[src/hdl/jkse_pkg.sv]
// Shared types, phase codes and the per-byte parse step of the JSON key string extractor.
// Used by jkse_stack and json_key_string_extractor; depends on nothing else.
package jkse_pkg;

  localparam int DEPTH_W = 7;
  localparam int NEST_DEPTH_DEF = 16;
  localparam int KEY_MAX_DEF = 16;
  localparam int VALUE_MAX_DEF = 4096;

  localparam logic [4:0] PH_OPEN   = 5'd0;
  localparam logic [4:0] PH_KSTART = 5'd1;
  localparam logic [4:0] PH_KEY    = 5'd2;
  localparam logic [4:0] PH_COLM   = 5'd3;
  localparam logic [4:0] PH_VSTART = 5'd4;
  localparam logic [4:0] PH_VALUE  = 5'd5;
  localparam logic [4:0] PH_COLS   = 5'd6;
  localparam logic [4:0] PH_AFTS   = 5'd7;
  localparam logic [4:0] PH_OCOLON = 5'd8;
  localparam logic [4:0] PH_OAFTER = 5'd9;
  localparam logic [4:0] PH_AAFTER = 5'd10;
  localparam logic [4:0] PH_VS     = 5'd12;
  localparam logic [4:0] PH_LSTR   = 5'd16;
  localparam logic [4:0] PH_LNUM   = 5'd20;
  localparam logic [4:0] PH_LLIT   = 5'd24;

  localparam logic [2:0] GRP_VS   = 3'd3;
  localparam logic [2:0] GRP_LSTR = 3'd4;
  localparam logic [2:0] GRP_LNUM = 3'd5;
  localparam logic [2:0] GRP_LLIT = 3'd6;

  localparam logic [1:0] R_TOP  = 2'd0;
  localparam logic [1:0] R_OKEY = 2'd1;
  localparam logic [1:0] R_OVAL = 2'd2;
  localparam logic [1:0] R_AEL  = 2'd3;

  localparam logic [2:0] ST_OK     = 3'd0;
  localparam logic [2:0] ST_LIMIT  = 3'd1;
  localparam logic [2:0] ST_ENDED  = 3'd2;
  localparam logic [2:0] ST_NOKEY  = 3'd3;
  localparam logic [2:0] ST_NOTSTR = 3'd4;
  localparam logic [2:0] ST_NEST   = 3'd5;

  localparam logic [1:0] CFG_KEY_LEN = 2'd0;
  localparam logic [1:0] CFG_KEY_LO  = 2'd1;
  localparam logic [1:0] CFG_KEY_HI  = 2'd2;
  localparam logic [1:0] CFG_MAX_LEN = 2'd3;

  localparam logic [2:0] NUM_INT  = 3'd1;
  localparam logic [2:0] NUM_FRAC = 3'd2;
  localparam logic [2:0] NUM_ESGN = 3'd3;
  localparam logic [2:0] NUM_EXP  = 3'd4;

  typedef struct packed {
    logic [4:0]         phase;
    logic [DEPTH_W-1:0] depth;
    logic [4:0]         kidx;
    logic               kmatch;
    logic               esc;
    logic [2:0]         lit;
    logic [2:0]         num;
    logic [11:0]        cnt;
    logic               fin;
  } st_t;

  typedef struct packed {
    st_t        st;
    logic       cont;
    logic       push;
    logic [1:0] push_val;
    logic       pop;
    logic       emit;
    logic [7:0] ch;
    logic       done;
    logic [2:0] status;
  } step_t;

  function automatic logic is_ws(input logic [7:0] c);
    return c == 8'h20 || c == 8'h09 || c == 8'h0d || c == 8'h0a;
  endfunction

  function automatic logic is_digit(input logic [7:0] c);
    return c >= 8'h30 && c <= 8'h39;
  endfunction

  function automatic logic [4:0] after_of(input logic [1:0] r);
    logic [4:0] p;
    case (r)
      R_TOP:   p = PH_AFTS;
      R_OKEY:  p = PH_OCOLON;
      R_OVAL:  p = PH_OAFTER;
      default: p = PH_AAFTER;
    endcase
    return p;
  endfunction

  function automatic logic [7:0] unescape(input logic [7:0] c);
    logic [7:0] u;
    case (c)
      8'h62:   u = 8'd8;
      8'h66:   u = 8'd12;
      8'h6e:   u = 8'd10;
      8'h72:   u = 8'd13;
      8'h74:   u = 8'd9;
      8'h75:   u = 8'h3f;
      default: u = c;
    endcase
    return u;
  endfunction

  function automatic step_t jkse_step(input st_t s, input logic [7:0] c, input logic [1:0] top,
                                      input logic [127:0] key, input logic [4:0] klen,
                                      input logic [11:0] lim, input logic full);
    step_t      o;
    logic [4:0] ph;
    logic [1:0] r;
    logic [12:0] cnt1;
    logic       do_emit;
    logic [7:0] ech;
    logic       do_kc;
    logic       do_pop;
    logic       nok;
    o = '0;
    o.st = s;
    ph = s.phase;
    r = ph[1:0];
    cnt1 = {1'b0, s.cnt} + 13'd1;
    do_emit = 1'b0;
    ech = c;
    do_kc = 1'b0;
    do_pop = 1'b0;
    nok = 1'b1;
    if (ph[4:2] == GRP_VS) begin
      if (!is_ws(c)) begin
        if (c == 8'h22) begin
          o.st.esc = 1'b0;
          o.st.phase = PH_LSTR + {3'd0, r};
        end else if (c == 8'h7b || c == 8'h5b) begin
          if (full) begin
            o.st.fin = 1'b1;
            o.done = 1'b1;
            o.status = ST_NEST;
          end else begin
            o.push = 1'b1;
            o.push_val = r;
            o.st.depth = s.depth + DEPTH_W'(1);
            o.st.phase = PH_VS + ((c == 8'h7b) ? {3'd0, R_OKEY} : {3'd0, R_AEL});
          end
        end else if (c == 8'h2d || is_digit(c)) begin
          o.st.num = NUM_INT;
          o.st.phase = PH_LNUM + {3'd0, r};
        end else if (c == 8'h74 || c == 8'h6e) begin
          o.st.lit = 3'd3;
          o.st.phase = PH_LLIT + {3'd0, r};
        end else if (c == 8'h66) begin
          o.st.lit = 3'd4;
          o.st.phase = PH_LLIT + {3'd0, r};
        end else begin
          o.st.phase = after_of(r);
          o.cont = 1'b1;
        end
      end
    end else if (ph[4:2] == GRP_LSTR) begin
      if (s.esc) begin
        o.st.esc = 1'b0;
      end else if (c == 8'h5c) begin
        o.st.esc = 1'b1;
      end else if (c == 8'h22) begin
        o.st.phase = after_of(r);
      end
    end else if (ph[4:2] == GRP_LNUM) begin
      case (s.num)
        NUM_INT: begin
          if (is_digit(c)) begin
            nok = 1'b0;
          end else if (c == 8'h2e) begin
            o.st.num = NUM_FRAC;
            nok = 1'b0;
          end else if (c == 8'h65 || c == 8'h45) begin
            o.st.num = NUM_ESGN;
            nok = 1'b0;
          end
        end
        NUM_FRAC: begin
          if (is_digit(c)) begin
            nok = 1'b0;
          end else if (c == 8'h65 || c == 8'h45) begin
            o.st.num = NUM_ESGN;
            nok = 1'b0;
          end
        end
        NUM_ESGN: begin
          if (c == 8'h2b || c == 8'h2d || is_digit(c)) begin
            o.st.num = NUM_EXP;
            nok = 1'b0;
          end
        end
        NUM_EXP: begin
          if (is_digit(c)) nok = 1'b0;
        end
        default: begin
          nok = 1'b1;
        end
      endcase
      if (nok) begin
        o.st.num = 3'd0;
        o.st.phase = after_of(r);
        o.cont = 1'b1;
      end
    end else if (ph[4:2] == GRP_LLIT) begin
      if (s.lit > 3'd1) begin
        o.st.lit = s.lit - 3'd1;
      end else begin
        o.st.lit = 3'd0;
        o.st.phase = after_of(r);
      end
    end else begin
      case (ph)
        PH_OPEN: begin
          if (!is_ws(c)) begin
            if (c == 8'h7b) begin
              o.st.phase = PH_KSTART;
            end else begin
              o.st.fin = 1'b1;
              o.done = 1'b1;
              o.status = ST_NOKEY;
            end
          end
        end
        PH_KSTART: begin
          if (!is_ws(c)) begin
            if (c == 8'h22) begin
              o.st.phase = PH_KEY;
              o.st.kidx = 5'd0;
              o.st.kmatch = 1'b1;
              o.st.esc = 1'b0;
            end else begin
              o.st.fin = 1'b1;
              o.done = 1'b1;
              o.status = ST_NOKEY;
            end
          end
        end
        PH_KEY: begin
          if (s.esc) begin
            o.st.esc = 1'b0;
            do_kc = 1'b1;
          end else if (c == 8'h22) begin
            o.st.phase = (s.kmatch && s.kidx == klen) ? PH_COLM : PH_COLS;
          end else begin
            if (c == 8'h5c) o.st.esc = 1'b1;
            do_kc = 1'b1;
          end
        end
        PH_COLM: begin
          if (!is_ws(c)) begin
            o.st.phase = PH_VSTART;
            o.cont = c != 8'h3a;
          end
        end
        PH_VSTART: begin
          if (!is_ws(c)) begin
            if (c == 8'h22) begin
              o.st.phase = PH_VALUE;
              o.st.esc = 1'b0;
              o.st.lit = 3'd0;
              if (lim == 12'd0) begin
                o.st.fin = 1'b1;
                o.done = 1'b1;
                o.status = ST_LIMIT;
              end
            end else begin
              o.st.fin = 1'b1;
              o.done = 1'b1;
              o.status = ST_NOTSTR;
            end
          end
        end
        PH_VALUE: begin
          if (s.lit != 3'd0) begin
            o.st.lit = s.lit - 3'd1;
          end else if (s.esc) begin
            o.st.esc = 1'b0;
            if (c == 8'h75) o.st.lit = 3'd4;
            ech = unescape(c);
            do_emit = 1'b1;
          end else if (c == 8'h5c) begin
            o.st.esc = 1'b1;
          end else if (c == 8'h22) begin
            o.st.fin = 1'b1;
            o.done = 1'b1;
            o.status = ST_OK;
          end else begin
            do_emit = 1'b1;
          end
        end
        PH_COLS: begin
          if (!is_ws(c)) begin
            o.st.phase = PH_VS + {3'd0, R_TOP};
            o.cont = c != 8'h3a;
          end
        end
        PH_AFTS: begin
          if (!is_ws(c)) begin
            o.st.phase = PH_KSTART;
            o.cont = c != 8'h2c;
          end
        end
        PH_OCOLON: begin
          if (!is_ws(c)) begin
            o.st.phase = PH_VS + {3'd0, R_OVAL};
            o.cont = c != 8'h3a;
          end
        end
        PH_OAFTER: begin
          if (!is_ws(c)) begin
            if (c == 8'h2c) begin
              o.st.phase = PH_VS + {3'd0, R_OKEY};
            end else begin
              do_pop = 1'b1;
              o.cont = c != 8'h7d;
            end
          end
        end
        PH_AAFTER: begin
          if (!is_ws(c)) begin
            if (c == 8'h2c) begin
              o.st.phase = PH_VS + {3'd0, R_AEL};
            end else begin
              do_pop = 1'b1;
              o.cont = c != 8'h5d;
            end
          end
        end
        default: begin
          o.st.fin = 1'b1;
          o.done = 1'b1;
          o.status = ST_NOKEY;
        end
      endcase
    end
    if (do_kc) begin
      if (!(s.kidx < klen && c == key[{s.kidx[3:0], 3'b000} +: 8])) o.st.kmatch = 1'b0;
      if (s.kidx != 5'd31) o.st.kidx = s.kidx + 5'd1;
    end
    if (do_pop) begin
      if (s.depth == '0) begin
        o.st.phase = PH_AFTS;
      end else begin
        o.pop = 1'b1;
        o.st.depth = s.depth - DEPTH_W'(1);
        o.st.phase = after_of(top);
      end
    end
    if (do_emit) begin
      o.emit = 1'b1;
      o.ch = ech;
      o.st.cnt = cnt1[11:0];
      if (cnt1 >= {1'b0, lim}) begin
        o.st.fin = 1'b1;
        o.done = 1'b1;
        o.status = ST_LIMIT;
      end
    end
    return o;
  endfunction

endpackage

[src/hdl/jkse_stack.sv]
// Container return-context stack of the JSON key string extractor, kept in flip-flops.
// Depends on jkse_pkg for the default depth.
module jkse_stack #(
  parameter int NEST_DEPTH = jkse_pkg::NEST_DEPTH_DEF,
  localparam int IDX_W = (NEST_DEPTH > 1) ? $clog2(NEST_DEPTH) : 1
) (
  input  logic             clk,
  input  logic             wr_en,
  input  logic [IDX_W-1:0] wr_idx,
  input  logic [1:0]       wr_val,
  input  logic [IDX_W-1:0] rd_idx,
  output logic [1:0]       rd_val
);

  logic [1:0] ctx_r [NEST_DEPTH];

  always_ff @(posedge clk) begin
    if (wr_en) begin
      ctx_r[wr_idx] <= wr_val;
    end
  end

  assign rd_val = ctx_r[rd_idx];

endmodule

[src/hdl/json_key_string_extractor.sv]
// The input byte is registered, and its result is registered again at the output.
// Throughput: one byte per cycle unless the output stalls; a byte that runs into a container
// close after an unexpected byte or needs over two parse steps holds the input for those steps.
// Reset: synchronous active-low; parser rearmed, configuration back to its reset values.
// Depends on jkse_pkg and jkse_stack.
module json_key_string_extractor #(
  parameter int NEST_DEPTH = jkse_pkg::NEST_DEPTH_DEF,
  parameter int KEY_MAX    = jkse_pkg::KEY_MAX_DEF,
  parameter int VALUE_MAX  = jkse_pkg::VALUE_MAX_DEF
) (
  input  logic        clk,
  input  logic        rst_n,
  input  logic        in_valid,
  output logic        in_ready,
  input  logic [7:0]  in_byte,
  input  logic        in_last_byte,
  output logic        out_valid,
  input  logic        out_ready,
  output logic [7:0]  out_value_byte,
  output logic        out_value_valid,
  output logic        out_done_res,
  output logic [2:0]  out_status,
  output logic [11:0] out_value_length,
  input  logic        cfg_valid,
  output logic        cfg_ready,
  input  logic [1:0]  cfg_index,
  input  logic [63:0] cfg_data
);

  localparam int IDX_W = (NEST_DEPTH > 1) ? $clog2(NEST_DEPTH) : 1;
  localparam int CAP = (VALUE_MAX < 4096) ? VALUE_MAX : 4096;
  localparam logic [12:0] CAP13 = 13'(CAP);
  localparam logic [4:0] KMAX5 = 5'(KEY_MAX);
  localparam logic [jkse_pkg::DEPTH_W-1:0] NDEPTH = jkse_pkg::DEPTH_W'(NEST_DEPTH);

  logic [4:0]  key_length_r;
  logic [63:0] key_lo_r;
  logic [63:0] key_hi_r;
  logic [12:0] max_len_r;

  logic       inv_r;
  logic [7:0] inb_r;
  logic       inl_r;

  jkse_pkg::st_t st_r, st_nxt, st_rst;
  jkse_pkg::step_t sa, sb, sel;

  logic        outv_r;
  logic [7:0]  ob_r;
  logic        ovv_r;
  logic        od_r;
  logic [2:0]  os_r;
  logic [11:0] ol_r;

  logic [4:0]   klen;
  logic [12:0]  effm;
  logic [11:0]  lim;
  logic [127:0] key;
  logic         full;
  logic [1:0]   top;
  logic         final_c;
  logic         advance;
  logic         update;
  logic         res_done;
  logic [2:0]   res_status;

  assign klen = (key_length_r > KMAX5) ? KMAX5 : key_length_r;
  assign effm = (max_len_r > CAP13) ? CAP13 : max_len_r;
  assign lim = (effm == 13'd0) ? 12'd0 : 12'(effm - 13'd1);
  assign key = {key_hi_r, key_lo_r};
  assign full = st_r.depth >= NDEPTH;
  assign cfg_ready = 1'b1;

  always_comb begin
    st_rst = '0;
    st_rst.phase = jkse_pkg::PH_OPEN;
    st_rst.kmatch = 1'b1;
  end

  jkse_stack #(.NEST_DEPTH(NEST_DEPTH)) u_stack (
    .clk    (clk),
    .wr_en  (update && sel.push),
    .wr_idx (st_r.depth[IDX_W-1:0]),
    .wr_val (sel.push_val),
    .rd_idx (IDX_W'(st_r.depth - jkse_pkg::DEPTH_W'(1))),
    .rd_val (top)
  );

  always_comb begin
    sa = jkse_pkg::jkse_step(st_r, inb_r, top, key, klen, lim, full);
    sb = jkse_pkg::jkse_step(sa.st, inb_r, top, key, klen, lim, full);
    if (st_r.fin) begin
      sel = '0;
      sel.st = st_r;
    end else if (sa.cont && !sa.push && !sa.pop) begin
      sel = sb;
    end else begin
      sel = sa;
    end
    final_c = !sel.cont;
    advance = inv_r && final_c && (!outv_r || out_ready);
    update = inv_r && (!final_c || advance);
    in_ready = !inv_r || advance;
    res_done = sel.done;
    res_status = sel.status;
    if (inl_r && !sel.st.fin) begin
      res_done = 1'b1;
      if (sel.st.phase == jkse_pkg::PH_VALUE) begin
        res_status = jkse_pkg::ST_ENDED;
      end else if (sel.st.phase == jkse_pkg::PH_COLM || sel.st.phase == jkse_pkg::PH_VSTART) begin
        res_status = jkse_pkg::ST_NOTSTR;
      end else begin
        res_status = jkse_pkg::ST_NOKEY;
      end
    end
    st_nxt = sel.st;
    if (final_c && inl_r) begin
      st_nxt = st_rst;
    end
  end

  always_ff @(posedge clk) begin
    if (!rst_n) begin
      key_length_r <= 5'd0;
      key_lo_r <= 64'd0;
      key_hi_r <= 64'd0;
      max_len_r <= 13'd256;
      inv_r <= 1'b0;
      st_r <= st_rst;
      outv_r <= 1'b0;
    end else begin
      if (cfg_valid) begin
        case (cfg_index)
          jkse_pkg::CFG_KEY_LEN: key_length_r <= cfg_data[4:0];
          jkse_pkg::CFG_KEY_LO:  key_lo_r <= cfg_data;
          jkse_pkg::CFG_KEY_HI:  key_hi_r <= cfg_data;
          jkse_pkg::CFG_MAX_LEN: max_len_r <= cfg_data[12:0];
          default: key_length_r <= key_length_r;
        endcase
      end
      if (in_ready) begin
        inv_r <= in_valid;
      end
      if (update) begin
        st_r <= st_nxt;
      end
      if (advance) begin
        outv_r <= sel.emit || res_done;
      end else if (out_ready) begin
        outv_r <= 1'b0;
      end
    end
  end

  always_ff @(posedge clk) begin
    if (in_ready && in_valid) begin
      inb_r <= in_byte;
      inl_r <= in_last_byte;
    end
    if (advance) begin
      ob_r <= sel.emit ? sel.ch : 8'd0;
      ovv_r <= sel.emit;
      od_r <= res_done;
      os_r <= res_done ? res_status : 3'd0;
      ol_r <= res_done ? sel.st.cnt : 12'd0;
    end
  end

  assign out_valid = outv_r;
  assign out_value_byte = ob_r;
  assign out_value_valid = ovv_r;
  assign out_done_res = od_r;
  assign out_status = os_r;
  assign out_value_length = ol_r;

  a_res_has_content: assert property (@(posedge clk) disable iff (!rst_n)
    out_valid |-> (out_value_valid || out_done_res))
    else $error("result without character or done");

  a_status_only_done: assert property (@(posedge clk) disable iff (!rst_n)
    (out_valid && !out_done_res) |-> (out_status == jkse_pkg::ST_OK))
    else $error("status set without done");

  a_depth_bound: assert property (@(posedge clk) disable iff (!rst_n)
    st_r.depth <= NDEPTH)
    else $error("nesting depth beyond stack");

  a_count_bound: assert property (@(posedge clk) disable iff (!rst_n)
    (st_r.cnt <= lim) || (lim == 12'd0 && st_r.cnt == 12'd0))
    else $error("emitted count beyond limit");

endmodule
[config.mk]
export PLATFORM = sky130hd
export DESIGN_NAME = json_key_string_extractor
export DESIGN_NICKNAME = d
export VERILOG_FILES = /design/src/hdl/jkse_pkg.sv /design/src/hdl/jkse_stack.sv /design/src/hdl/json_key_string_extractor.sv
export SDC_FILE = /design/constraint.sdc
export NUM_CORES = 1
export LEC_CHECK = 0
export BUFFER_PORTS_ARGS = -buffer_cell sky130_fd_sc_hd__buf_4
export CAP_MARGIN = 10
export CORE_MARGIN = 2
export CORE_UTILIZATION = 30
export CTS_BUF_LIST = sky130_fd_sc_hd__clkbuf_2 sky130_fd_sc_hd__clkbuf_4 sky130_fd_sc_hd__clkbuf_8
export CTS_CLUSTER_DIAMETER = 200
export DETAILED_ROUTE_END_ITERATION = 10
export HOLD_SLACK_MARGIN = 0.1
export PLACE_DENSITY_LB_ADDON = 0.2
export SYNTH_ARGS = -nofsm -noshare
export SYNTH_HDL_FRONTEND = slang
export SYNTH_SLANG_ARGS = --single-unit
[constraint.sdc]
create_clock -name clk -period 9.4 [get_ports clk]
set_input_delay 0.47 -clock clk [delete_from_list [all_inputs] [get_ports clk]]
set_output_delay 0.47 -clock clk [all_outputs]
set_load 0.02 [all_outputs]
Yosys cells after proc, flatten, opt, wreduce, memory -nomap -nowiden. Memory sizes are Yosys's and may differ from the RTL's. Cells that the tools add are included. W data, S select, Z words.

Memories: 1. Output and inout port bits: 28. Input port bits: 80. Bits in writable memories: 32. Word-level logic and storage cells: 545. Bits in registers: 220. Bits in latches: 0. Memory bits (read-only): 0.

Memory list: u_stack.ctx_r (depth 16, bits a word 2, read ports 1, clocked after memory_dff 0, write ports 1, RTL line jkse_stack.sv:15) `logic [1:0] ctx_r [NEST_DEPTH];`.

$lt $le $gt $ge: 11. Multiplexer cells: 352. Bitwise logic cells: 1. $add $sub $neg: 18. Divide/modulo/power cells: 0. Eq/ne operators: 79. Multiply operators: 0. Shift operators: 2. Reduce and logical (&&, ||, !) cells: 59.

Operators with widths (count): $mux W5 (69); $shiftx A128 B8 Y8 (2); $mux W3 (43); $mux W7 (18); $mux W4 (31); $mux W1 (119); $mux W56 (2); $mux W8 (14); $pmux W5 S10 (2); $eq A8 B7 Y1 const B (11); $mux W12 (7); $mux W6 (14); $mux W13 (5); $eq A5 B3 Y1 const B (10); $eq A8 B6 Y1 const B (6); $pmux W8 S6 (1); $pmux W4 S5 (2); $mux W38 (1); $pmux W4 S3 (3); $eq A5 B4 Y1 const B (6); $add A12 B1 Y13 const B (2); $ge A13 B12 Y1 (2); $eq A5 B2 Y1 const B (5); $eq A3 B3 Y1 const B (8); 48 further kinds (139).

Longest topological paths before layout.
Depth after elaboration: 36. Depth in mapped cells: 26. Mapped depth without buffers: 21.

Hierarchy. A second synthesis with hierarchy kept.

Cells, all modules: 2377. Area total of the unflattened synthesis: 18756.7 sq um.

By module, submodules not included: json_key_string_extractor (times used 1, seq. area each 4744.6 sq um, area an instance 17416.7 sq um, cells an instance 2301); jkse_stack (times used 1, seq. area each 960.9 sq um, area an instance 1340.0 sq um, cells an instance 76).

Worst setup path after synthesis. Ideal clock, no wire load.

Path type: reg-to-reg. Start: register st_r[26] in the netlist's numbering. End: register od_r, in the netlist out_done_res (enable). Period minus slack after synthesis: 5.871 ns. Setup slack: 3.529 ns. Cell stages (with the launch flop): 20. Library setup time: 0.407 ns. Arrival: 5.464 ns. Data required time: 8.993 ns. Buffers on the path: 2. Cells stage by stage: dfxtp_1 -> buf_2 -> inv_1 -> ha_1 -> clkbuf_1 -> mux4_2 -> mux4_2 -> inv_1 -> ha_1 -> a32oi_1 -> o21ai_1 -> a221oi_4 -> inv_1 -> ha_1 -> a21oi_1 -> a2111oi_0 -> and3_1 -> a311oi_2 -> a211oi_4 -> nor2_1.

Longest elaborated chain between the ends: 19. Elaborated cells on any way between the ends: 47. Those cells by class: 1 x add/sub; 1 x order compare; 12 x eq/ne; 22 x mux; 10 x reduce/logical; 1 x memory.

RTL lines: from (decl) (RTL line json_key_string_extractor.sv:45) `jkse_pkg::st_t st_r, st_nxt, st_rst;`; from (signal assigned) (RTL line json_key_string_extractor.sv:129) `st_r <= st_rst;`; from (signal assigned) (RTL line json_key_string_extractor.sv:145) `st_r <= st_nxt;`; parallel branches: the longest is 14 deep, another holds $sub A7 B1 Y7; $mux W56 (*) (RTL line json_key_string_extractor.sv:95) `end else if (sa.cont && !sa.push && !sa.pop) begin`; $mux W56 (*) (RTL line json_key_string_extractor.sv:92) `if (st_r.fin) begin`; $logic_not A1 Y1 (*) (RTL line json_key_string_extractor.sv:100) `final_c = !sel.cont;`; $logic_and A1 B1 Y1 (*) (2 in a row) (RTL line json_key_string_extractor.sv:101) `advance = inv_r && final_c && (!outv_r || out_ready);`; net advance (RTL line json_key_string_extractor.sv:62) `logic advance;`; to (signal assigned) (RTL line json_key_string_extractor.sv:163) `od_r <= res_done;`; to (decl) (RTL line json_key_string_extractor.sv:51) `logic od_r;`.

Mark *: on every way through the listed nets, which the timed path passes. The select of a mux whose other input is x is not followed. A chain may end at the register's enable or synchronous reset.

Worst setup path in the final report.
Start: register st_r[26] in the netlist's numbering. End: output in_ready.

Longest elaborated chain between the ends: 20. Elaborated cells on any way between the ends: 48. Those cells by class: 1 x add/sub; 1 x order compare; 12 x eq/ne; 22 x mux; 11 x reduce/logical; 1 x memory.

RTL lines: parallel branches: the longest is 14 deep, another holds $sub A7 B1 Y7; $mux W56 (*) (RTL line json_key_string_extractor.sv:95); $mux W56 (*) (RTL line json_key_string_extractor.sv:92); $logic_not A1 Y1 (*) (RTL line json_key_string_extractor.sv:100); $logic_and A1 B1 Y1 (*) (2 in a row) (RTL line json_key_string_extractor.sv:101); $logic_or A1 B1 Y1 (*) (RTL line json_key_string_extractor.sv:103) `in_ready = !inv_r || advance;`; to (decl) (RTL line json_key_string_extractor.sv:14) `output logic in_ready,`.

Mark *: on every way between the ends. The select of a mux whose other input is x is not followed.

==> results.py <==
metrics = {
    "outcome": {
        "run_status": "finished clean",
    },
    "drt": {
        "vias": 18600,
        "wl_per_cell_um": 22.7,
        "drtAntennaViolNets": 0,
        "vias_per_cell": 5.65,
        "wl_um": 74900,
        "drcViolationCount": 0,
        "firstDrtPassIters": 6,
        "drt-initial-drc-count": 1593,
    },
    "floorplanning": {
        "die_y_um": 260,
        "core_area_mm2": 0.0654,
        "ioPinCount": 108,
        "die_w_um": 260,
        "num_rows": 94,
        "initial_utilization_pct": 30.2,
        "dieArea_mm2": 0.0679,
    },
    "grt": {
        "grt_pass1_wl_um": 114000,
        "grt.busiest_layer": "met2",
        "grt_max_degree": 86,
        "use_met2_pct": 35.2,
        "grt_overflow_total": 0,
        "grt_use_met3_pct": 4.01,
        "grt_pass1_vias": 18100,
        "antenna_found_initial": 0,
        "grt_usage_pct": 21.7,
        "grt_util_met1_pct": 29.1,
    },
    "logic_synthesis": {
        "synth_edf_count": 66,
        "synth.top_cell.area_share_pct": 18.9,
        "synth.largest_area_cell": "dfxtp_1",
        "synth_area_leaders": "dfxtp_1 19%, edfxtp_1 10%, mux4_2 7.8%, nand2_1 7.7%, a21boi_0 5.5%",
        "synth_top_family_by_area": "compound AO/OA/AOI/OAI gates",
        "yosysUniqueCellTypes": 126,
        "avgSynthCellArea_um2": 8.55,
        "synth-compound-area-share_pct": 24.1,
        "synth_warnings": 0,
        "synth_most_common_cell": "nand2_1",
        "synth_xor_area_share_pct": 2.93,
        "ys_seq_elements": 252,
        "synthMuxAreaShare_pct": 11.2,
        "syn_nets": 2453,
        "synth.cell_area_mm2": 0.0197,
        "yosys.area_share.adder_pct": 4.12,
        "yosys.area_share.simple_pct": 23.5,
        "netlist_instances": 2308,
        "synthArstFlopShare_pct": 0,
        "synth_ff_type": "dfxtp_1",
        "yosysSeqAreaShare_pct": 28.9,
        "synthTopCellsByCount": "405 x nand2_1, 186 x dfxtp_1, 144 x a21boi_0, 129 x nor2_1, 109 x clkbuf_1",
    },
    "cts": {
        "clock-sinks": 252,
        "htreeDepth": 2,
        "cts_tree": "done",
        "cts_setup_buffers": 0,
        "clkTransAtPathRegs_ps": 60,
        "cts_buffers": 50,
        "post_cts_resized": 0,
        "clock_latency_ps": 660,
        "cts_buffer_depth": 3,
        "cts_root_buffer": "clkbuf_8",
    },
    "critical_path": {
        "crit_path_start_kind": "register",
        "required_ps": 8930,
        "critPathKind": "reg2out",
        "arrival_ps": 6720,
        "r2r_setup_slack_ps": 2260,
        "end_kind": "primary output",
        "crit_fanout": 21,
    },
    "timing": {
        "finalMaxSlewViolations": 0,
        "hold_viol_final": 0,
        "finalSetupTns_ps": 0,
        "period_share_pct": 76.4,
        "slew_headroom_pct": 27.8,
        "setup_viol": 0,
        "grt_setup_unrepaired": "false",
        "worst_pin_slew_ps": 1080,
        "period_minus_slack_ps": 7190,
        "max_freq_ghz": 0.139,
        "clock_skew_ps": 43.7,
    },
    "power_and_ir_drop": {
        "irDropWorstVdd_v": 0.0000942,
        "p_sw_mw": 0.747,
        "pwr-share-clk_pct": 45.2,
        "power_mw": 2.73,
        "comb_power_share_pct": 11.9,
        "seqPwrFrac_pct": 42.9,
        "p_per_area_mw_per_mm2": 119,
        "p_leak_nw": 7.91,
        "power.internal_mw": 1.98,
        "p_sw_share_pct": 27.4,
    },
    "layout": {
        "antenna_cells": 0,
        "num-nets-final": 2534,
        "fillers": 6859,
        "drive_above_1_share_pct": 16.9,
        "area_delta_synth_final_pct": 16.1,
        "finalCoreUtilization_pct": 35.0,
    },
    "place": {
        "port_buffers": 106,
        "hpwl_um": 54000,
        "place.gp.congestion": 0.910,
    },
    "run": {
        "drv_cap": 0,
    },
    "hold_path": {
        "hold_path_class": "in2reg",
    },
}
## registers in the layout, summed over array words and instances, names as in the netlist, 8 cells and up
signal,count
key_hi_r,64
key_lo_r,64
st_r,38
u_stack.ctx_r,32
max_len_r,13
out_value_length,12
inb_r,8
out_value_byte,8
## power by group through the flow
| stage | registers (mW) | logic, mW | clock network [mW] |
|---|---|---|---|
| after floorplan | 1.18 | 0.185 | 0 |
| final | 1.17 | 0.325 | 1.23 |
| after global routing | 1.17 | 0.354 | 1.31 |
| after global placement | 1.19 | 0.298 | 0 |
| after CTS | 1.17 | 0.325 | 1.26 |
| after detailed placement | 1.19 | 0.299 | 0 |
## stage by stage
stage                     hold slack, ps  instance area [um2]  setup WS [ps]  cells
after detailed placement             470                21100           2320   3128
after global placement               460                21100           2440   3128
after CTS                            103                22900           2190   3295
final                                126                22900           2210   3295
after global routing                 126                22900           1670   3295
after floorplan                      439                19700           3530   2308
## path summary, 6_finish.rpt
kind | startpoint | end | cells after the start
max | st_r[26] | in_ready | 16
max reg2reg | st_r[26] | out_valid | 20
min | cfg_data[7] | key_hi_r[7] | 3
min reg2reg | key_hi_r[56] | key_hi_r[56] | 2
## routing by layer
metal	up-vias	part of all wire, %
met5	-	0
met3	119	6.5
met4	0	2.7
met2	651	46
li1	8719	-
met1	9143	44
## critical path, stage by stage, from the launching register on
cell and delay [ps]:
dfxtp_1 820, inv_1 210, ha_1 610, mux4_2 380
mux4_2 520, inv_1 80, ha_1 130, inv_1 90
a2111oi_4 610, or2_1 190, o32a_1 280, o21a_1 710
nor4_1 150, a211oi_1 490, a211oi_4 210, o21ai_0 380
buf_4 220
## cell type report
cell class / instances / area (um2) / share of cell area [%]
inverter: 53 / 199 / 0.868
timing repair buffer: 215 / 1800 / 7.84
sequential: 252 / 5710 / 24.9
tap: 864 / 1080 / 4.72
multi-input combinational: 1817 / 13000 / 56.8
clock inverter: 12 / 119 / 0.519
clock buffer: 82 / 997 / 4.35
## kinds of logic after synthesis
kind of cell             after synthesis
buffers and inverters                239
flip-flops                           252
AO/OA/AOI/OAI                        634
adder cells (fa/ha/maj)               65
XOR/XNOR                              66
multiplexers                         134
other                                  1
AND/OR/NAND/NOR                      917
## repair_timing
| action | 4_1_cts | 5_1_grt |
|---|---|---|
| setup endpoints to repair | 0 | 0 |
| endpoints found under the hold margin | 148 | 0 |
| hold buffers | 73 | 0 |
## cell usage in the layout, fill, tap and decap left out, types with 39 or more instances in the layout
cell type / netlist / routed
nand3_1: 56 / 56
mux4_2: 68 / 68
mux2i_1: 59 / 59
inv_1: 47 / 47
ha_1: 65 / 65
a21boi_0: 144 / 144
nor2_1: 129 / 127
nand2_1: 405 / 405
dfxtp_1: 186 / 183
a21oi_1: 83 / 83
nor2b_1: 42 / 42
edfxtp_1: 66 / 66
clkbuf_8: 0 / 61
dlygate4sd3_1: 0 / 73
buf_4: 9 / 142
xnor2_1: 39 / 39
o21ai_0: 67 / 67
(Power assumes the default switching activity.)
